### config.mk
export PLATFORM = sky130hd
export DESIGN_NAME = sobel_kernel
export DESIGN_NICKNAME = d
export VERILOG_FILES = /design/src/hw/rtl/assert_macros.svh /design/src/hw/rtl/sobel_pkg.sv /design/src/hw/rtl/sobel_kernel.sv
export SDC_FILE = /design/constraint.sdc
export NUM_CORES = 1
export LEC_CHECK = 0
export BUFFER_PORTS_ARGS = -buffer_cell sky130_fd_sc_hd__buf_2
export CORE_MARGIN = 5
export CORE_UTILIZATION = 36
export DETAILED_ROUTE_END_ITERATION = 12
export GPL_TIMING_DRIVEN = 1
export SLEW_MARGIN = 10
export SYNTH_ARGS = -nofsm -noshare
export SYNTH_HDL_FRONTEND = slang
export SYNTH_SLANG_ARGS = --single-unit
### constraint.sdc
create_clock -name vclk -period 5.1
set_input_delay 0.255 -clock vclk [all_inputs]
set_output_delay 0.255 -clock vclk [all_outputs]
set_load 0.02 [all_outputs]
### src/hw/rtl/assert_macros.svh
// Assertion macros for the RTL of the Sobel gradient block.
`ifndef ASSERT_MACROS_SVH
`define ASSERT_MACROS_SVH

// Checks that a property holds at every rising clock edge outside reset.
`define SOBEL_ASSERT(name, prop, msg) \
   name: assert property (@(posedge clock) disable iff (reset) (prop)) else $error(msg);

// Checks that a condition never holds at a rising clock edge outside reset.
`define SOBEL_NEVER(name, cond, msg) \
   name: assert property (@(posedge clock) disable iff (reset) !(cond)) else $error(msg);

`endif

### src/hw/rtl/sobel_pkg.sv
// Types and constants shared by the Sobel gradient modules.
package sobel_pkg;

   localparam int PIXEL_W  = 8;
   localparam int GRAD_W   = 11;
   localparam int IWIDTH_W = 11;
   localparam int HEIGHT_W = 16;
   localparam int ROW_W    = HEIGHT_W + 1;
   localparam int CSR_IDX_W  = 8;
   localparam int CSR_DATA_W = 16;

   localparam int IMAGE_WIDTH_RESET  = 640;
   localparam int IMAGE_HEIGHT_RESET = 480;

   localparam logic [CSR_IDX_W-1:0] REG_IMAGE_WIDTH  = 8'd0;
   localparam logic [CSR_IDX_W-1:0] REG_IMAGE_HEIGHT = 8'd1;

   localparam logic CMD_PIXEL = 1'b0;
   localparam logic CMD_DRAIN = 1'b1;

   // One window column, element 0 is the top row.
   typedef logic [2:0][PIXEL_W-1:0] column_type;

   // Which rows and outer columns of the 3x3 patch lie inside the image.
   typedef struct packed {
      logic top;
      logic bottom;
      logic left;
      logic right;
   } mask_type;

   // Control carried from the address stage to the window stage.
   typedef struct packed {
      logic     emit;
      logic     last;
      logic     clear;
      mask_type mask;
   } stage_ctl_type;

endpackage

### src/hw/rtl/sobel_kernel.sv
// Sobel 3x3 weighted sums over a masked patch of three columns.
module sobel_kernel (
   input  sobel_pkg::column_type              left_col,
   input  sobel_pkg::column_type              center_col,
   input  sobel_pkg::column_type              right_col,
   input  sobel_pkg::mask_type                mask,
   output logic signed [sobel_pkg::GRAD_W-1:0] grad_x,
   output logic signed [sobel_pkg::GRAD_W-1:0] grad_y
);

   localparam int SUM_W = sobel_pkg::PIXEL_W + 3;

   logic [sobel_pkg::PIXEL_W-1:0] lt, lm, lb, ct, cb, rt, rm, rb;
   logic [SUM_W-1:0] sum_left, sum_right, sum_top, sum_bottom;
   logic signed [SUM_W:0] diff_x, diff_y;

   always_comb begin
      // The middle row and the center column always lie inside the image.
      // The center pixel carries no weight in either direction.
      lt = (mask.left  && mask.top)    ? left_col[0]   : '0;
      lm =  mask.left                  ? left_col[1]   : '0;
      lb = (mask.left  && mask.bottom) ? left_col[2]   : '0;
      ct =  mask.top                   ? center_col[0] : '0;
      cb =  mask.bottom                ? center_col[2] : '0;
      rt = (mask.right && mask.top)    ? right_col[0]  : '0;
      rm =  mask.right                 ? right_col[1]  : '0;
      rb = (mask.right && mask.bottom) ? right_col[2]  : '0;

      sum_left   = SUM_W'(lt) + SUM_W'({lm, 1'b0}) + SUM_W'(lb);
      sum_right  = SUM_W'(rt) + SUM_W'({rm, 1'b0}) + SUM_W'(rb);
      sum_top    = SUM_W'(lt) + SUM_W'({ct, 1'b0}) + SUM_W'(rt);
      sum_bottom = SUM_W'(lb) + SUM_W'({cb, 1'b0}) + SUM_W'(rb);

      diff_x = $signed({1'b0, sum_right})  - $signed({1'b0, sum_left});
      diff_y = $signed({1'b0, sum_bottom}) - $signed({1'b0, sum_top});
      grad_x = diff_x[sobel_pkg::GRAD_W-1:0];
      grad_y = diff_y[sobel_pkg::GRAD_W-1:0];
   end

endmodule

==> Word-level counts from Yosys, hierarchy flattened <==
Cells that the tools add are included.
{ "totals": {"wordCells": 22, "input_bits": 76, "register_bits": 0} }
{ "op_classes": {"mux": 8, "n_reduce_logical": 4, "addsub": 10} }
{ "op_table": {"columns": ["op", "n"], "rows": [
  ["2-to-1 mux 8 bit", 8],
  ["adder 10 x 8 -> 11 bit", 4],
  ["adder 8 x 9 -> 10 bit", 4],
  ["subtractor 11 bit", 2],
  ["logical AND 1 bit", 4]
]} }

==> Longest topological paths before layout <==
{ "logic_depth": {"depth_word": 5, "ltp_mapped": 17, "depth_no_buf": 16} }

==> Worst setup path after synthesis <==
No wires, ideal clock.
{ "synth_path": {"path_kind": "input port to output port", "from": "in mask[0] (netlist name)", "to": "out grad_x[10] (netlist name)", "stages": 15, "required_time_ps": 4845, "n_path_buf": 2, "setup_slack_ps": 1154, "arrival_ps": 3691, "cell_sequence": "buf_2 -> clkbuf_1 -> nand2_1 -> fa_1 -> inv_1 -> fa_1 -> inv_1 -> fa_1 -> inv_1 -> ha_1 -> a21o_1 -> a21oi_2 -> o21a_2 -> o21ai_2 -> a31oi_1"} }
{ "synth_between": {"elab_chain_len": 5, "word_cells_on_any_way": 8, "classes_between": "add/sub (3); mux (3); reduce/logical (2)"} }
{ "synth_rtl": {"columns": ["item", "line_no", "rtl"], "rows": [
  ["start: declaration", "sobel_kernel.sv:6", "input sobel_pkg::mask_type mask,"],
  ["logical AND 1 bit", "sobel_kernel.sv:25", "rt = (mask.right && mask.top) ? right_col[0] : '0;"],
  ["2-to-1 mux 8 bit", "sobel_kernel.sv:25", null],
  ["adder 8 x 9 -> 10 bit", "sobel_kernel.sv:30", "sum_right = SUM_W'(rt) + SUM_W'({rm, 1'b0}) + SUM_W'(rb);"],
  ["adder 10 x 8 -> 11 bit *", "sobel_kernel.sv:30", null],
  ["subtractor 11 bit *", "sobel_kernel.sv:34", "diff_x = $signed({1'b0, sum_right}) - $signed({1'b0, sum_left});"],
  ["end: declaration", "sobel_kernel.sv:7", "output logic signed [sobel_pkg::GRAD_W-1:0] grad_x,"]
]} }
Mark *: on every way between the ends. The rest lies on a longest branch, timed or not.

==> Worst setup path after layout <==
{ "layout_path": {"from": "in mask[2] (netlist name)", "to": "out grad_x[9] (netlist name)"} }
{ "layout_between": {"elab_chain_len": 4, "word_cells_on_any_way": 7, "classes_between": "add/sub (3); mux (2); reduce/logical (2)"} }
{ "layout_rtl": {"columns": ["item", "line_no"], "rows": [
  ["logical AND 1 bit, on equally long branches", "sobel_kernel.sv:27, sobel_kernel.sv:22"],
  ["2-to-1 mux 8 bit, on equally long branches", "sobel_kernel.sv:27, sobel_kernel.sv:22"],
  ["adder 10 x 8 -> 11 bit, on equally long branches", "sobel_kernel.sv:30, sobel_kernel.sv:29"],
  ["subtractor 11 bit *", "sobel_kernel.sv:34"]
]} }
Marks and branches as above.

==> run metrics <==
Final nets 586; TNS Setup 0 ps; Final ANT Viol Nets 0; routed len/inst 12.6 microns; Post-Synth Adder-Cell Area 0.549; power per cell area 385 nW/um^2; Post-Synthesis Cells 338; die width 97.6 microns; area leader, netlist fa_1; register area share after synthesis 0; setup violators final 0; gpl congestion 0.925; vias per inst 4.51; Seq Cell Count 0; Hold Fails Final Rpt 0; Area growth, synth to finish 20.3%; Initial Util 0.363; Die Footprint 9530 sq um; Fmax 228 MHz; final wirelength 6610 microns; top cell type's share of synthesized area 0.427; final worst slack 709 ps; worst-path fanout max 13; num rows 32; DR iter-0 viols 70; main combinational cell family by area after synthesis adder cells; setup repair bufs after CTS 0; synthesized area 2770 sq um; mux share of post-synthesis cell area 0; Syn Area/Cell 8.18 sq um; Synth Area in Compound Gates 0.0787; share of layout cells above drive strength 1 0.239; input/output buffers 90; initial antenna violation count 0; status complete, no violations; area of the multi-input gates 2310 sq um; Post-Synth XOR/XNOR Area 0.0538; Fillers 832; CP Capture Type primary output; Synth area leaders fa_1, inv_1, ha_1, and2_1, nand2_1; setup slack at placement 704 ps; Final Slew Violations 0; simple-gate area share of the yosys netlist 0.155; die height 97.6 microns; Final period util 0.861; Worst EP arrival 4140 ps; fin crit period 4390 ps; GRT overflow 0; Critical Path Source Type primary input; CORE AREA 7610 sq um; Hold Crit Class in -> out; clkbuf count 0; Ports 98; total area of sequential cells 0 sq um; drt pass-1 iters 4; Post-CTS Hold Buffers 0; Worst VDD drop 0.348 mV; worst endpoint required time 4850 ps; RSZ-0062 raised after global routing no; Lkg Pwr 1.94 nW; global-route wire length before repair 11900 microns; placed wire-length estimate 6110 microns; Worst slew margin 0.753; # Max-Cap Violations 0; Yosys warning count 0; syn nets 500; GRT Total Usage 0.148; vias in the first global route 2646; Setup CP Type in -> out; worst slew pin tran 371 ps; # DRC 0; Resize count post-CTS 0; post-synthesis cell type count 23; largest net degree at the start of global routing 22; DR vias 2366
cells in the final DEF, fill, tap and decap left out, types with 3 or more instances in the layout:
cell type,Yosys,layout
a21o_1,4,4
a21oi_1,9,9
a21oi_2,6,6
and2_1,24,24
and3_1,11,11
buf_2,1,90
fa_1,59,59
ha_1,27,27
inv_1,113,113
nand2_1,40,40
or3b_1,3,3
xnor2_1,15,15
kinds of logic after synthesis:
family / count (synthesis)
xor gates and xnor gates: 17
AOI/OAI and AO/OA: 31
buffers and inverters: 120
and+or+nand+nor: 84
adders and majority gates: 86
where the power goes:
group | switching (mW) | internal (mW) | leakage (nW)
combinational | 0.767 | 0.512 | 1.94
clock | 0 | 0.0000000262 | 0.00000634
sequential | 0 | 0 | 0
total | 0.767 | 0.512 | 1.94
metal layers:
metal,global-route usage,wire length (microns),vias up
met2,0.259,3090,91
met4,0.0117,68,0
li1,-,-,1160
met5,0,0,-
met3,0.0294,533,6
met1,0.198,2910,1109
synth_stat cells (3+ instances only):
library cell / instances
a21oi_2: 6
or3b_1: 3
fa_1: 59
a21o_1: 4
and2_1: 24
ha_1: 27
inv_1: 113
xnor2_1: 15
and3_1: 11
a21oi_1: 9
clkbuf_1: 6
nand2_1: 40
final timing paths:
check                   start        end  slack (ps)  depth (start not counted)
hold / removal    left_col[1]  grad_x[0]        1060                          4
setup / recovery      mask[2]  grad_x[9]         710                         18
cell type report:
class | instances | share of cell area
tap | 102 | 0.0384
inverter | 113 | 0.128
multi-input combinational | 218 | 0.696
antenna | 1 | 0.000752
timing repair buffer | 91 | 0.138
metrics by stage:
| stage | std cells | total power, mW | cell area [sq um] | utilization | hold slack, ps |
|---|---|---|---|---|---|
| after CTS | 524 | 1.30 | 3320 | 0.437 | 1060 |
| after floorplan | 338 | 0.961 | 2770 | - | 860 |
| after global routing | 524 | 1.45 | 3320 | 0.437 | 1100 |
| after detailed placement | 524 | 1.30 | 3320 | 0.437 | 1060 |
| final | 525 | 1.28 | 3330 | 0.437 | 1060 |
| after global placement | 524 | 1.28 | 3320 | 0.437 | 1060 |
critical path: stages:
cell	delay, ps
buf_2	230
and2_1	400
nand2_1	190
fa_1	560
inv_1	60
fa_1	400
inv_1	80
fa_1	410
inv_1	60
ha_1	160
inv_1	50
fa_1	400
inv_1	80
a21oi_2	70
o221ai_1	200
o211ai_1	140
xnor2_1	180
buf_2	190
Power figures use the tool's default switching activity.
